==> src/pcg_queue.sv <==
// Short FIFO between front and back ends.
`timescale 1ns / 1ps
module pcg_queue #(
  parameter int Width = 8
) (
  input  logic             clk,
  input  logic             rst_n,
  input  logic             push,
  input  logic [Width-1:0] wdata,
  output logic             full,
  input  logic             pop,
  output logic [Width-1:0] rdata,
  output logic             empty
);
  logic [Width-1:0] mem_r [4];
  logic [1:0] wp_r, rp_r;
  logic [2:0] cnt_r;

  assign full  = cnt_r == 3'd4;
  assign empty = cnt_r == 3'd0;
  assign rdata = mem_r[rp_r];

  always_ff @(posedge clk) begin
    if (push) mem_r[wp_r] <= wdata;
  end

  always_ff @(posedge clk) begin
    if (!rst_n) begin
      wp_r <= '0; rp_r <= '0; cnt_r <= '0;
    end else begin
      if (push) wp_r <= wp_r + 1'b1;
      if (pop) rp_r <= rp_r + 1'b1;
      cnt_r <= cnt_r + {2'b00, push} - {2'b00, pop};
    end
  end
endmodule

==> config.mk <==
export PLATFORM = sky130hd
export DESIGN_NAME = pcg_queue
export DESIGN_NICKNAME = d
export VERILOG_FILES = /design/src/pcg_queue.sv
export SDC_FILE = /design/constraint.sdc
export NUM_CORES = 1
export LEC_CHECK = 0
export ABC_AREA = 1
export BUFFER_PORTS_ARGS = -buffer_cell sky130_fd_sc_hd__buf_4
export CORE_ASPECT_RATIO = 1.4
export CORE_MARGIN = 3
export CORE_UTILIZATION = 56
export DETAILED_ROUTE_END_ITERATION = 10
export HOLD_SLACK_MARGIN = 0.03
export PLACE_DENSITY = 0.74
export SKIP_LAST_GASP = 1
export SLEW_MARGIN = 10
export SYNTH_ARGS = -nofsm -noshare
export SYNTH_HDL_FRONTEND = slang
export SYNTH_SLANG_ARGS = --single-unit
export TNS_END_PERCENT = 100
==> constraint.sdc <==
create_clock -name clk -period 1.8 [get_ports clk]
set_input_delay 0.18 -clock clk [delete_from_list [all_inputs] [get_ports clk]]
set_output_delay 0.18 -clock clk [all_outputs]
set_load 0.02 [all_outputs]
==> results.toml <==
[status]
status = "finished clean"

[die]
pin_count = 22
coreArea_um2 = 2910
rows = 23
die_area_um2 = 3770
fp.dieW_um = 52.8
fp.dieH_um = 71.5
initial_utilization = 0.590

[setup_path]
cp_data_arrival_time_ns = 1.43
critical_path.max_stage_delay_ns = 0.70
required_ns = 1.62
start_kind = "register"
cp_top_family = "flip-flops"
endpoint_kind = "output port"
cp_slowest_cell = "dfxtp_1"
path_cells = "o211ai_1 > nand2_1 > buf_4"
cp_num_buf_inv = 1
path_max_fanout = 16
worstSetupPathType = "reg -> out"

[detailed_routing]
drt_wl_total_um = 2520
vias = 1054
drt_pass1_iterations = 4
routed_via_density = 5.02
ant_nets = 0
drc = 0
wl_per_cell_um = 12.0
dr.first_iter.drc_count = 14

[sta]
slew_headroom = 0.601
fmax_mhz = 622
finalCritPeriodShare = 0.894
drv_slew = 0
post-route-min-period_ns = 1.61
skew_ns = 0.00957
tightestPinTransition_ns = 0.597
hold_violations = 0
grt_setup_unrepaired = "false"
setup_viol = 0
fin_setup_tns_ns = 0

[global_route]
grt_pass1_vias = 975
antenna_found_initial = 0
grt-ovfl-total = 0
grt.total_usage = 0.151
grt_pass1_wl_um = 3980
grt_max_degree = 33

[clock_tree]
clock_path_buffers = 2
cts_sinks = 41
cts_buffers = 5
clock_latency_ns = 0.28
cts_resized = 0
cts_tree = "done"
ctsRootBufferMaster = "clkbuf_8"
post-cts-setup-buffers = 0
cts.clk_slew.worst_paths_ns = 0.07
htreeDepth = 2
cts-hold-fix-buffers = 0

[job]
cap_violations = 0

[finish]
area_growth_pct = 14.7
final_area_um2 = 1970
layout_commonest_cell = "edfxtp_1"
nFillCells = 228
multi_input_area_um2 = 404
diodes = 0
drive_gt1_frac = 0.173
final_net_count = 191
layout_common_cells = "32 x edfxtp_1, 31 x inv_1, 26 x nand2_1"
seq_area_um2 = 1140

[power]
ir_drop_mv = 0.654
p_leak_nw = 0.845
p_per_area_nw_per_um2 = 1030

[synthesis]
ys_types = 16
netlist_area_um2 = 1710
syn_inst = 148
syn_nets = 167
syn_area_per_cell_um2 = 11.6
yosysSeqAreaShare = 0.666
synth_seq_cells = 41
yosysWarnings = 0

[place]
dp_hpwl_um = 1770
portBuffers = 21
gp_congestion = 0.710
dpl-instance-area_um2 = 1870

[min_path]
holdCritPathClass = "in -> reg"
-- logic make-up after synthesis --
| logic type | count (synthesis) | share of synthesized area |
|---|---|---|
| fa+ha+maj | 7 | 0.0555 |
| simple gates | 30 | 0.0671 |
| buf+inv | 36 | 0.0985 |
| compound gates | 34 | 0.113 |
| flops | 41 | 0.666 |
-- cell usage after synthesis (all sizes together) --
| cell | number | area share |
|---|---|---|
| nand3 | 1 | 0.0029 |
| buf | 5 | 0.031 |
| dfxtp | 9 | 0.11 |
| o211ai | 8 | 0.035 |
| nand2 | 26 | 0.057 |
| nor2 | 2 | 0.0044 |
| ha | 6 | 0.044 |
| nor3 | 1 | 0.0029 |
| fa | 1 | 0.012 |
| o21ai | 12 | 0.035 |
| a21oi | 14 | 0.043 |
| inv | 31 | 0.068 |
| edfxtp | 32 | 0.56 |
-- power breakdown --
group,internal (mW),switching (mW),leakage [nW],total [mW]
registers,1.08,0.0304,0.369,1.11
logic,0.129,0.193,0.432,0.322
clock network,0.311,0.277,0.0445,0.588
-- metal layers --
layer	vias up	wire length, um	GRT usage
li1	536	-	-
met2	21	1380	0.276
met5	-	0	0
met3	4	143	0.0541
met4	0	59	0.0767
met1	493	937	0.140
-- cell type report --
class                      count  area share
clock buffer                   7      0.0439
clock inverter                 1     0.00382
inverter                      31      0.0592
multi-input combinational     71       0.205
sequential                    41       0.580
tap                           37      0.0235
timing repair buffer          22      0.0840
-- worst reg2reg max path, stage by stage, from the launching register on --
cell	delay [ns]
dfxtp_1	0.35
inv_1	0.05
ha_1	0.26
inv_1	0.04
ha_1	0.19
fa_1	0.39
nand3_1	0.10
nand2_1	0.05
nor2_1	0.07
-- path summary, 6_finish.rpt --
path	slack (ns)	cells after the start	start	endpoint
worst max-delay path	0.19	3	register	rdata[4]
worst min-delay path	0.09	1	wdata[4]	mem_r[2][4]
worst max register to register	0.24	8	cnt_r[0]	cnt_r[2]
worst min register to register	0.46	2	rp_r[1]	register
-- metrics by stage --
stage           util  hold slack [ns]  instances  setup WS (ns)  power (mW)
3_3_place_gp   0.644            0.378        202          0.306        1.44
4_1_cts        0.677           0.0765        210          0.157        2.04
3_5_place_dp   0.644            0.383        202          0.230        1.46
5_1_grt        0.677           0.0802        210         0.0865        2.12
2_1_floorplan      -            0.272        148          0.329        1.34
6_report       0.677           0.0886        210          0.191        2.02
-- state kept, by name (all words and copies together), names as in the netlist, named ones only --
register and cells:
rp_r 2, wp_r 2, cnt_r 3, mem_r 32
No activity file was read; power rests on OpenSTA's default activity.
