==> config.mk <==
export PLATFORM = sky130hd
export DESIGN_NAME = pcg_front
export DESIGN_NICKNAME = d
export VERILOG_FILES = /design/src/pcg_pkg.sv /design/src/pcg_front.sv
export SDC_FILE = /design/constraint.sdc
export NUM_CORES = 1
export LEC_CHECK = 0
export ABC_AREA = 0
export BUFFER_PORTS_ARGS = -buffer_cell sky130_fd_sc_hd__buf_2
export CORE_ASPECT_RATIO = 0.5
export CORE_UTILIZATION = 54
export DETAILED_ROUTE_END_ITERATION = 7
export GPL_TIMING_DRIVEN = 0
export MAX_ROUTING_LAYER = met4
export PLACE_DENSITY = 0.83
export REMOVE_ABC_BUFFERS = 1
export SYNTH_ARGS = -nofsm -noshare
export SYNTH_HDL_FRONTEND = slang
export SYNTH_SLANG_ARGS = --single-unit
==> constraint.sdc <==
create_clock -name clk -period 5.5 [get_ports clk]
set_input_delay 1.1 -clock clk [delete_from_list [all_inputs] [get_ports clk]]
set_output_delay 1.1 -clock clk [all_outputs]
set_load 0.1 [all_outputs]
==> src/pcg_pkg.sv <==
// Shared types and constants for the plate character grouper.
`timescale 1ns / 1ps
package pcg_pkg;

  localparam int DefMaxBoxes  = 256;
  localparam int DefCoordBits = 12;
  localparam int AreaBits     = 24;
  localparam int GapBits      = 12;
  localparam int CountBits    = 8;
  localparam int CfgIdxBits   = 2;

  localparam logic [CfgIdxBits-1:0] CFG_MIN_AREA  = 2'd0;
  localparam logic [CfgIdxBits-1:0] CFG_MAX_AREA  = 2'd1;
  localparam logic [CfgIdxBits-1:0] CFG_MAX_X_GAP = 2'd2;

  // Back end sequencer states.
  typedef enum logic [3:0] {
    ST_IDLE,     // waiting for a queued box
    ST_INS_RD,   // insertion sort: issue read of element i (the key)
    ST_INS_CMP,  // compare, shift or place
    ST_SCAN_I,   // scan: read box i
    ST_SCAN_IW,  // wait for box i data
    ST_SCAN_J,   // read box j
    ST_SCAN_JW,  // evaluate box j
    ST_RESULT    // present result
  } seq_state_t;

endpackage

==> src/pcg_front.sv <==
// Front end: classifies incoming boxes and pushes every box into the queue with its keep flag.
`timescale 1ns / 1ps
module pcg_front
  import pcg_pkg::*;
#(
  parameter int CoordBits = DefCoordBits
) (
  input  logic                 clk,
  input  logic                 rst_n,
  input  logic                 in_valid,
  output logic                 in_stall,
  input  logic [CoordBits-1:0] box_x,
  input  logic [CoordBits-1:0] box_y,
  input  logic [CoordBits:0]   box_width,
  input  logic [CoordBits:0]   box_height,
  input  logic                 last_box,
  input  logic [AreaBits-1:0]  min_area,
  input  logic [AreaBits-1:0]  max_area,
  // queue push side
  output logic                 q_push,
  output logic                 q_keep,
  output logic                 q_last,
  output logic [4*CoordBits+1:0] q_box,
  input  logic                 q_full
);
  localparam int SzBits = CoordBits + 1;

  // Stage 1 registers: box, area product and ratio test.
  logic                  v_r, v_nxt;
  logic                  last_r;
  logic                  rat_r;
  logic [4*CoordBits+1:0] box_r;
  logic [2*SzBits-1:0]   area_r;
  logic                  acc;
  logic [SzBits+1:0]     h2, w5;

  assign in_stall = v_r && q_full;
  assign acc      = in_valid && !in_stall;
  assign h2 = {1'b0, box_height, 1'b0};
  assign w5 = {2'b00, box_width} + {box_width, 2'b00};

  always_comb begin
    v_nxt = v_r;
    if (acc) v_nxt = 1'b1;
    else if (!q_full) v_nxt = 1'b0;
  end

  always_ff @(posedge clk) begin
    if (!rst_n) v_r <= 1'b0;
    else v_r <= v_nxt;
  end

  always_ff @(posedge clk) begin
    if (acc) begin
      box_r  <= {box_x, box_y, box_width, box_height};
      last_r <= last_box;
      area_r <= box_width * box_height;
      rat_r  <= (box_width != '0) && (box_height != '0) &&
                (h2 >= {2'b00, box_width}) && (h2 <= w5);
    end
  end

  // Area test in the stage after the multiply.
  assign q_push = v_r && !q_full;
  assign q_last = last_r;
  assign q_box  = box_r;
  assign q_keep = rat_r &&
                  ({{(AreaBits+2){1'b0}}, area_r} >= {{(2*SzBits+2){1'b0}}, min_area}) &&
                  ({{(AreaBits+2){1'b0}}, area_r} <= {{(2*SzBits+2){1'b0}}, max_area});
endmodule

==> reports/qor.txt, run 1 <==
Run status = complete, but fails checks
Violations in the final reports = negative setup slack
Clock slew seen by the registers of the worst setup and hold paths = 70 ps
# clock sinks = 79
Count of state elements after synthesis = 79
Number of iterations in the first detailed-routing pass = 5
Rows = 35
Critical Path RT = 5600 ps
Synthesized cell area = 10600 sq um
Quantity of I/O buffers inserted on ports = 156
Static leakage = 6.43 nW
Worst Max-Slew Pin Slew = 656 ps
Worst path cell trace = buf_16 -> and2_4 -> fa_1 -> inv_2 -> fa_1 -> inv_2 -> fa_1 -> inv_1 -> fa_1 -> fa_1 -> inv_2 -> ha_4 -> o21ai_4 -> o2111ai_2 -> nand3_2 -> o211ai_1 -> nand2_1 -> o211a_1
Floorplan core area = 18800 sq um
Synthesized area divided by synthesized cell count = 9.63 sq um
Area of the die = 20200 sq um
Cell Area, Placed = 11600 sq um
Max capacitance violation total = 0
Worst-path maximum fanout = 5
Asr flop ratio synth = 0%
Synth top area cells = fa_1 23%, edfxtp_1 22%, ha_1 20%
Buffering stage count on the worst path with inverters included = 5
Overall routing resource usage = 27.1%
# setup viols final = 9
Maximum level of the CTS H-tree = 3
Maximum number of pins on one net before global-route repair = 39
Final global-route overflow total = 0
Maximum buffer depth of the clock tree = 2
Slack of the critical path = -185 ps
CTS tree = yes
Detailed-routed wire length on met3 = 1840 microns
Total count of hold-check failures in the final report = 0
Post-detailed-routing wire length = 27400 microns
Area overhead of the layout relative to synthesis = 21.0%
RSZ-0062 raised after global routing = true
Root Buffer Master = clkbuf_16
Maximum vdd drop = 0.000483 V
Via Count = 8489
Synth unique cells = 60
Setup skew after layout = 4.70 ps
Clock latency on the worst-skew pair = 340 ps
X dimension of the die = 200 microns
Kind of critical path = input port to register
Total half-perimeter wirelength after legalization and detailed placement = 19100 microns
EDFF count, synth = 78
Filler cells = 1271
Path category of the worst min-delay check = register to register
Fin crit period = 5690 ps
Critical path capture point type = register
Commonest register cell after synthesis = edfxtp_1
M1 wire length = 11400 microns
Drt via density = 5.52
Post-synthesis sequential area ratio = 22.3%
Final weighted congestion of routability-driven global placement = 0.907
Most common library cell in the layout ignoring fill and taps = inv_1
Maximum single-stage delay on the critical path = 550 ps
Vias in the first global route = 8657
Number of buffers added by the clock tree synthesis step = 9
Routed len/inst = 17.8 microns
Final standard cell area without fillers = 12800 sq um
Routed met2 length = 13400 microns
Portion of synthesized cell area occupied by the leading cell type = 23.1%
Net count, final = 1664
Yosys top cell by area = fa_1
Endpoint arrival time on the critical path = 5780 ps
Die Y = 101 microns
Initial antenna violation count = 1
Yosys warning total = 0
Most used cell, CP = fa_1
Final Cycle Share = 103%
Starting density of the core = 56.3%
Highest clock rate = 0.176 GHz
Most used cells in the layout excluding fill and tap cells = 237 x inv_1, 155 x ha_1, 131 x buf_2
Library cell contributing the largest single delay on the critical path = fa_1
Violation count after the first detailed-route iteration = 597
Fraction of layout instances using a drive strength above 1 = 21.4%
Crit start category = input port
Worst-case headroom to the max-slew limit = 55.9%
Number of top-level pins = 157
Count of pins over their slew limit = 0
Post-route antenna net violation count = 0
Total power = 6.80 mW
Gate count after technology mapping = 1098
Power density over the cells = 531 nW/um^2
Top cell family by delay on the critical path = adder cells
Setup TNS Final = -1100 ps
Drc violations = 0
Cts hold-fix bufs = 0
First-pass GRT wire length = 41600 microns
Max Used Layer = met4
## registers in the layout (all words and copies together), names as in the netlist
name and count:
area_r 26, q_box 50, q_last 1, rat_r 1, v_r 1
## cell usage after synthesis (2+ instances only)
| master | instances |
|---|---|
| nand3_1 | 14 |
| a211o_1 | 5 |
| and2_1 | 70 |
| xnor2_1 | 17 |
| nand4_1 | 12 |
| a21boi_0 | 2 |
| a211oi_1 | 8 |
| ha_1 | 166 |
| and3_1 | 4 |
| inv_1 | 250 |
| o311ai_1 | 2 |
| nand2_1 | 112 |
| o21bai_1 | 8 |
| edfxtp_1 | 78 |
| a21o_1 | 15 |
| nand2b_1 | 4 |
| o2111ai_1 | 4 |
| o21ai_1 | 6 |
| o211ai_1 | 2 |
| a31oi_1 | 5 |
| nor2_1 | 21 |
| clkbuf_1 | 26 |
| a41oi_1 | 2 |
| a2111oi_0 | 5 |
| o221ai_1 | 2 |
| o31ai_1 | 3 |
| o211a_1 | 2 |
| a21oi_1 | 40 |
| xor2_1 | 11 |
| nor3_1 | 14 |
| o22ai_1 | 2 |
| o21ai_0 | 16 |
| fa_1 | 122 |
| nor4_1 | 6 |
| o21a_1 | 11 |
| nor2b_1 | 7 |
## timing repair
action,4_1_cts,5_1_grt
resized for setup,99,47
buffers inserted,12,22
pin swaps,29,44
endpoints found under the setup margin,13,9
## where the power goes
part           internal [mW]  total [mW]  leakage (nW)  switching [mW]
Combinational           2.19        5.15          5.51            2.96
Clock                  0.362       0.631         0.150           0.269
Sequential             0.940        1.02         0.764          0.0770
## final timing paths
kind / from / endpoint / slack (ps) / cells after the start
worst min-delay path: v_r / v_r / 660 / 2
worst min register to register: v_r / v_r / 660 / 2
worst max register to register: v_r / q_box[7] / 3670 / 4
worst max-delay path: box_width[5] / area_r[24] / -190 / 18
## kinds of logic (layout without fill, tap and decap cells)
family | after synthesis | in the layout | synth area share [%]
compound gates | 151 | 151 | 9.82
buf+inv | 279 | 459 | 9.98
other cells | 0 | 1 | 0
flops | 79 | 79 | 22.3
fa+ha+maj | 288 | 288 | 42.7
simple gates | 272 | 272 | 12.7
mux | 1 | 1 | 0.0947
xor+xnor | 28 | 28 | 2.32
## stage by stage
step	hold WS, ps	instances	worst slack [ps]	util [%]
3_3_place_gp	583	1485	-1050	61.6
6_report	661	1538	-185	68.1
4_1_cts	672	1515	1.81	66.2
2_1_floorplan	1130	1070	-224	-
5_1_grt	715	1538	-315	68.1
3_5_place_dp	652	1487	-995	61.9
## worst min-delay path, delay by kind of cell (launching register included)
| family | cells | cell delay [ps] |
|---|---|---|
| AND/OR/NAND/NOR | 1 | 200 |
| AO/OA/AOI/OAI | 1 | 120 |
| flip-flops | 1 | 310 |
## final cells by class
cell class                      count  area, sq um  share of cell area [%]
Multi-Input combinational cell    740         7490                    58.5
Tap cell                          259          324                    2.53
Antenna cell                        1         2.50                  0.0196
Clock inverter                      7         86.3                   0.675
Inverter                          251          942                    7.36
Clock buffer                        9          225                    1.76
Timing Repair Buffer              192         1370                    10.7
Sequential cell                    79         2360                    18.5
## routing by layer
| layer | track usage (%) | vias to the layer above |
|---|---|---|
| met1 | 34.3 | 4126 |
| met5 | - | - |
| met3 | 4.62 | 70 |
| met2 | 44.5 | 362 |
| met4 | 8.98 | 0 |
| li1 | - | 3931 |
(Power assumes the default switching activity.)
==> run 2, diff against run 1 <==
Settings changed: CORE_MARGIN set to 4.
==> run 2 against run 1 <==
Effect of this change:
- the run still ends with negative setup slack left
- non-clock buffer count grew 7
- sequential share of layout area shrank 0.25 points
- worst setup slack gained 26 ps
- combinational power grew 9.5%
- critical path depth is the same
- via count grew 3.3%
- largest cell class unchanged
- cell area grew 1.4%
- sequential cell count is the same
- highest routed layer unchanged
- clock skew grew 3.5 ps
- utilization grew 0.95 points
- wire length grew 7.9%
==> reports/qor.txt, run 2 (synthesis results as in run 1) <==
Kind of critical path = input port to register
Cell count after placement = 1487 (unchanged)
# clock sinks = 79 (unchanged)
Violation count after the first detailed-route iteration = 759 (+27%)
Die Y = 107 microns (+5.9%)
Number of iterations in the first detailed-routing pass = 6 (+1)
Post-route antenna net violation count = 0 (unchanged)
X dimension of the die = 206 microns (+3.0%)
Util after Layout = 69.1% (+0.95 points)
Path category of the worst min-delay check = register to register
Initial antenna violation count = 1 (unchanged)
Worst-path maximum fanout = 5 (unchanged)
Total count of hold-check failures in the final report = 0 (unchanged)
Maximum number of pins on one net before global-route repair = 37 (-5.1%)
Final global-route overflow total = 0 (unchanged)
Slack of the critical path = -159 ps (+26.1 ps)
Static leakage = 6.48 nW (+0.87%)
Crit start category = input port
Vias in the first global route = 8802 (+1.7%)
Violations in the final reports = negative setup slack
Maximum level of the CTS H-tree = 3 (unchanged)
Run status = complete, but fails checks
Number of buffers added by the clock tree synthesis step = 9 (unchanged)
Clock latency on the worst-skew pair = 340 ps (about the same)
Number of flip-flops under the largest register name = 50 (unchanged)
Final standard cell area without fillers = 13000 sq um (+1.4%)
Count of pins over their slew limit = 0 (unchanged)
Post-detailed-routing wire length = 29500 microns (+7.9%)
Routed len/inst = 19.1 microns (+7.4%)
CTS tree = yes
Hold Worst Slack = 691 ps (+30.4 ps)
Area of the die = 22000 sq um (+9.1%)
Starting density of the core = 56.3% (unchanged)
Endpoint arrival time on the critical path = 5750 ps (-30 ps)
Max capacitance violation total = 0 (unchanged)
Fraction of layout instances using a drive strength above 1 = 22.6% (+1.2 points)
Root Buffer Master = clkbuf_16
Number of top-level pins = 157 (unchanged)
Total power = 7.29 mW (+7.3%)
Worst Max-Slew Pin Slew = 775 ps (+119 ps)
Final weighted congestion of routability-driven global placement = 0.910 (+0.30%)
Filler cells = 1216 (-4.3%)
Via Count = 8765 (+3.3%)
Highest clock rate = 0.177 GHz (+0.46%)
Maximum buffer depth of the clock tree = 2 (unchanged)
Overall routing resource usage = 24.5% (-2.7 points)
Floorplan core area = 18800 sq um (unchanged)
Critical path capture point type = register
First-pass GRT wire length = 42400 microns (+1.7%)
Reg-to-reg critical path startpoint = v_r
Worst-case headroom to the max-slew limit = 47.8% (-8.0 points)
Area overhead of the layout relative to synthesis = 22.7%
Fin crit period = 5660 ps (-26.1 ps)
Quantity of I/O buffers inserted on ports = 156 (unchanged)
Net count, final = 1671 (+0.42%)
Critical hold path startpoint = v_r
Setup TNS Final = -1040 ps (+59.4 ps)
Setup skew after layout = 8.20 ps (+3.49 ps)
Drc violations = 0 (unchanged)
Filler-free cell count of the finished design = 1545 (+0.46%)
Multi-input gate area = 7580 sq um (+1.2%)
Cell Area, Placed = 11600 sq um (unchanged)
Most common library cell in the layout ignoring fill and taps = inv_1
Area used by sequential logic in the layout = 2360 sq um (unchanged)
Clock slew seen by the registers of the worst setup and hold paths = 70 ps (about the same)
Drt via density = 5.67 (+2.8%)
Power density over the cells = 562 nW/um^2 (+5.8%)
Start point of the critical path = box_height[2]
Rows = 35 (unchanged)
Post-placement worst setup slack = -1010 ps (-18.6 ps)
Final Cycle Share = 103% (-0.48 points)
Most used cells in the layout excluding fill and tap cells = 237 x inv_1, 147 x ha_1, 131 x buf_2
Critical Path RT = 5590 ps (about the same)
Maximum vdd drop = 0.000615 V (+27%)
Total half-perimeter wirelength after legalization and detailed placement = 19300 microns (+0.83%)
RSZ-0062 raised after global routing = true
Cts hold-fix bufs = 0 (unchanged)
# setup viols final = 11 (+2)
## run 2: repair_timing
action                                  4_1_cts  5_1_grt
resized for setup                            93       70
cloned                                        0        2
pin swaps                                    32       60
buffers inserted                              9       30
endpoints found under the setup margin       13       12
## run 2: final cells by class
| type | count | area share [%] |
|---|---|---|
| clock inverters | 7 | 0.646 |
| flip-flops and latches | 79 | 18.2 |
| clock buffers | 9 | 1.74 |
| diodes | 1 | 0.0193 |
| repair buffers | 199 | 11.2 |
| inverters | 251 | 7.26 |
| multi-input cells | 740 | 58.4 |
| well taps | 259 | 2.50 |
## run 2: worst max-delay path, stage by stage
cell and delay [ps]:
buf_12 110, and2_4 150, fa_1 520, inv_1 50
fa_1 530, inv_2 50, fa_1 490, fa_1 530
inv_2 40, fa_1 570, inv_2 60, ha_4 310
o21ai_4 80, a21oi_2 230, nand3_2 140, o21ai_1 420
a2111oi_2 160, nand4b_1 190
## run 2: path summary, 6_finish.rpt
kind                              endpoint  slack, ps  cells after the start
worst max-delay path            area_r[18]       -160                     18
worst min-delay path                   v_r        690                      2
worst max register to register    q_box[7]       3820                      3
worst min register to register         v_r        690                      2
## run 2: power breakdown
group	switching, mW	internal (mW)
clock network	0.277	0.361
logic	3.16	2.48
registers	0.0777	0.940
total	3.52	3.78
## run 2: routing by layer
layer / global-route usage, % / wire length, microns / vias to the layer above
li1: - / - / 3943
met1: 30.7 / 11600 / 4257
met2: 41.9 / 14500 / 466
met3: 3.57 / 2450 / 99
met4: 6.97 / 934 / 0
met5: - / 0 / -
==> run 3, diff against run 2 <==
Settings changed: REMOVE_ABC_BUFFERS 1 to unset.
==> run 3 against run 2 <==
Effect of this change:
- the flow still finishes with violations (negative setup slack)
- cell area is 2.5% higher
- non-clock buffer count is 35 higher
- cell count increased by 2.2%
- sequential power about the same
- largest cell class unchanged
- sequential share of layout area shrank 0.45 points
- worst setup slack got worse by 49 ps
- utilization increased by 1.8 points
- worst hold slack improved by 12 ps
- critical path depth is 2 higher
- combinational power shrank 2%
- clock power up 13%
==> reports/qor.txt, run 3 (synthesis results as in run 1) <==
Number of buffers added by the clock tree synthesis step = 9 (unchanged)
Power density over the cells = 547 nW/um^2 (-2.7%)
Cell Area, Placed = 11900 sq um (+2.3%)
Quantity of I/O buffers inserted on ports = 156 (unchanged)
Buffering stage count on the worst path with inverters included = 7 (+2)
Area overhead of the layout relative to synthesis = 25.8%
Count of pins over their slew limit = 0 (unchanged)
Maximum level of the CTS H-tree = 3 (unchanged)
Maximum single-stage delay on the critical path = 550 ps (-20 ps)
Net count, final = 1706 (+2.1%)
Max capacitance violation total = 0 (unchanged)
Number of iterations in the first detailed-routing pass = 7 (+1)
Final global-route overflow total = 0 (unchanged)
Reg-to-reg endpoint = q_box[9]
Cts hold-fix bufs = 0 (unchanged)
Critical path capture point type = register
# clock sinks = 79 (unchanged)
First-pass GRT wire length = 45500 microns (+7.5%)
Crit start category = input port
Root Buffer Master = clkbuf_16
Most used cells in the layout excluding fill and tap cells = 229 x inv_1, 153 x ha_1, 134 x buf_2
Drt via density = 5.61 (-1.1%)
Initial antenna violation count = 0 (-1)
Clock latency on the worst-skew pair = 360 ps (+20 ps)
Maximum number of pins on one net before global-route repair = 34 (-8.1%)
Critical Path RT = 5660 ps (+70 ps)
CTS tree = yes
Total count of hold-check failures in the final report = 0 (unchanged)
Clock slew seen by the registers of the worst setup and hold paths = 60 ps (about the same)
Post-route antenna net violation count = 0 (unchanged)
Run status = complete, but fails checks
Top cell family by delay on the critical path = adder cells
Overall routing resource usage = 27.0% (+2.6 points)
# setup viols final = 8 (-3)
Fin crit period = 5710 ps (+48.9 ps)
Die Y = 107 microns (unchanged)
Rows = 35 (unchanged)
Endpoint arrival time on the critical path = 5870 ps (+120 ps)
X dimension of the die = 206 microns (unchanged)
Violations in the final reports = negative setup slack
Area of the die = 22000 sq um (unchanged)
Register-to-register setup slack = 3710 ps (-110 ps)
Starting density of the core = 56.3% (unchanged)
Number of top-level pins = 157 (unchanged)
Reg-to-reg critical path startpoint = v_r
Worst path cell trace = buf_8 -> clkbuf_16 -> and2_4 -> fa_1 -> inv_2 -> fa_1 -> inv_2 -> fa_1 -> fa_1 -> inv_2 -> fa_2 -> inv_2 -> ha_4 -> buf_4 -> nor3_2 -> nor2_2 -> a21boi_2 -> o41a_1 -> o21ai_4 -> o311ai_4
Depth of the critical timing path with buffers and inverters included = 20 (+2)
Maximum vdd drop = 0.000463 V (-25%)
Vias in the first global route = 9111 (+3.5%)
Post-placement worst setup slack = -951 ps (+62.6 ps)
Total half-perimeter wirelength after legalization and detailed placement = 22100 microns (+15%)
Via Count = 8858 (+1.1%)
Violation count after the first detailed-route iteration = 488 (-36%)
Final Cycle Share = 104% (+0.89 points)
Path category of the worst min-delay check = register to register
RSZ-0062 raised after global routing = true
Worst-path maximum fanout = 8 (+3)
Highest clock rate = 0.175 GHz (-0.86%)
CP endpoint = area_r[23]
Library cell contributing the largest single delay on the critical path = fa_1
Routed len/inst = 19.1 microns (+0.18%)
Post-detailed-routing wire length = 30200 microns (+2.4%)
Number of flip-flops under the largest register name = 50 (unchanged)
Maximum buffer depth of the clock tree = 2 (unchanged)
Kind of critical path = input port to register
Worst Max-Slew Pin Slew = 688 ps (-87.8 ps)
Final standard cell area without fillers = 13300 sq um (+2.5%)
Floorplan core area = 18800 sq um (unchanged)
Most common library cell in the layout ignoring fill and taps = inv_1
Setup skew after layout = 10.2 ps (+2.02 ps)
Final weighted congestion of routability-driven global placement = 0.924 (+1.6%)
Worst-case headroom to the max-slew limit = 53.7% (+5.9 points)
Post-synth net total = 1489
Start point of the critical path = box_width[7]
Static leakage = 6.66 nW (+2.8%)
Drc violations = 0 (unchanged)
Slack of the critical path = -208 ps (-48.9 ps)
Fraction of layout instances using a drive strength above 1 = 24.8% (+2.2 points)
Number of cells on the worst reg-to-reg path = 4 (+1)
Count of antenna diodes in the layout = 0 (-1)
## run 3: changes by cell type in the layout (fill, tap and decap cells not counted), sizes merged
cell / delta
buf: +27
clkbuf: +9
inv: -3
bufinv: +2
diode: -1
## run 3: final cells by class
cell class / count / area (sq um)
Clock buffer: 10 / 229
Clock inverter: 6 / 118
Inverter: 251 / 942
Timing Repair Buffer: 208 / 1350
Fill cell: 1279 / 5490
Tap cell: 259 / 324
Buffer: 26 / 392
Multi-Input combinational cell: 740 / 7580
Sequential cell: 79 / 2360
## run 3: power breakdown
part	total [mW]	switching [mW]	internal (mW)	leakage, nW
clock	0.724	0.276	0.448	0.165
combinational	5.53	3.07	2.46	5.73
sequential	1.01	0.0743	0.940	0.764
## run 3: worst min path at each step
stage	startpoint	to	slack [ps]	depth (start not counted)
after floorplan	v_r	v_r	1140	2
after global placement	v_r	v_r	640	2
after detailed placement	v_r	v_r	700	2
after CTS	v_r	v_r	720	2
after global routing	v_r	v_r	760	2
final	v_r	v_r	700	2
## run 3: worst reg2reg max path, cell delays in order (launching register included)
cell     delay (ps)
dfxtp_1         300
and2_1          180
nor2b_4         420
buf_12          270
buf_12          260
## run 3: stage by stage
step / total power [mW] / hold WS [ps] / util [%] / std cells / setup TNS [ps]
4_1_cts: 6.41 / 718 / 68.7 / 1562 / -234
2_1_floorplan: 4.25 / 1140 / - / 1098 / -40.2
6_report: 7.27 / 704 / 70.8 / 1579 / -1020
5_1_grt: 7.82 / 764 / 70.8 / 1579 / -1940
3_5_place_dp: 5.19 / 703 / 63.3 / 1515 / -8840
3_3_place_gp: 5.02 / 642 / 63.0 / 1513 / -7620
## run 3: repair_timing
item                       4_1_cts  5_1_grt
pin swaps                       39       60
setup buffers                   33       17
gates resized for setup        107       72
gates cloned                     0        1
setup endpoints to repair       12       11
## run 3: layer usage
metal	vias to the layer above	wire length, microns	share of wire [%]	global-route usage, %
met1	4264	12500	41	34.5
met2	477	13900	46	43.3
met3	91	2940	9.7	6.13
li1	4026	-	-	-
met5	-	0	0	-
met4	0	864	2.9	8.97
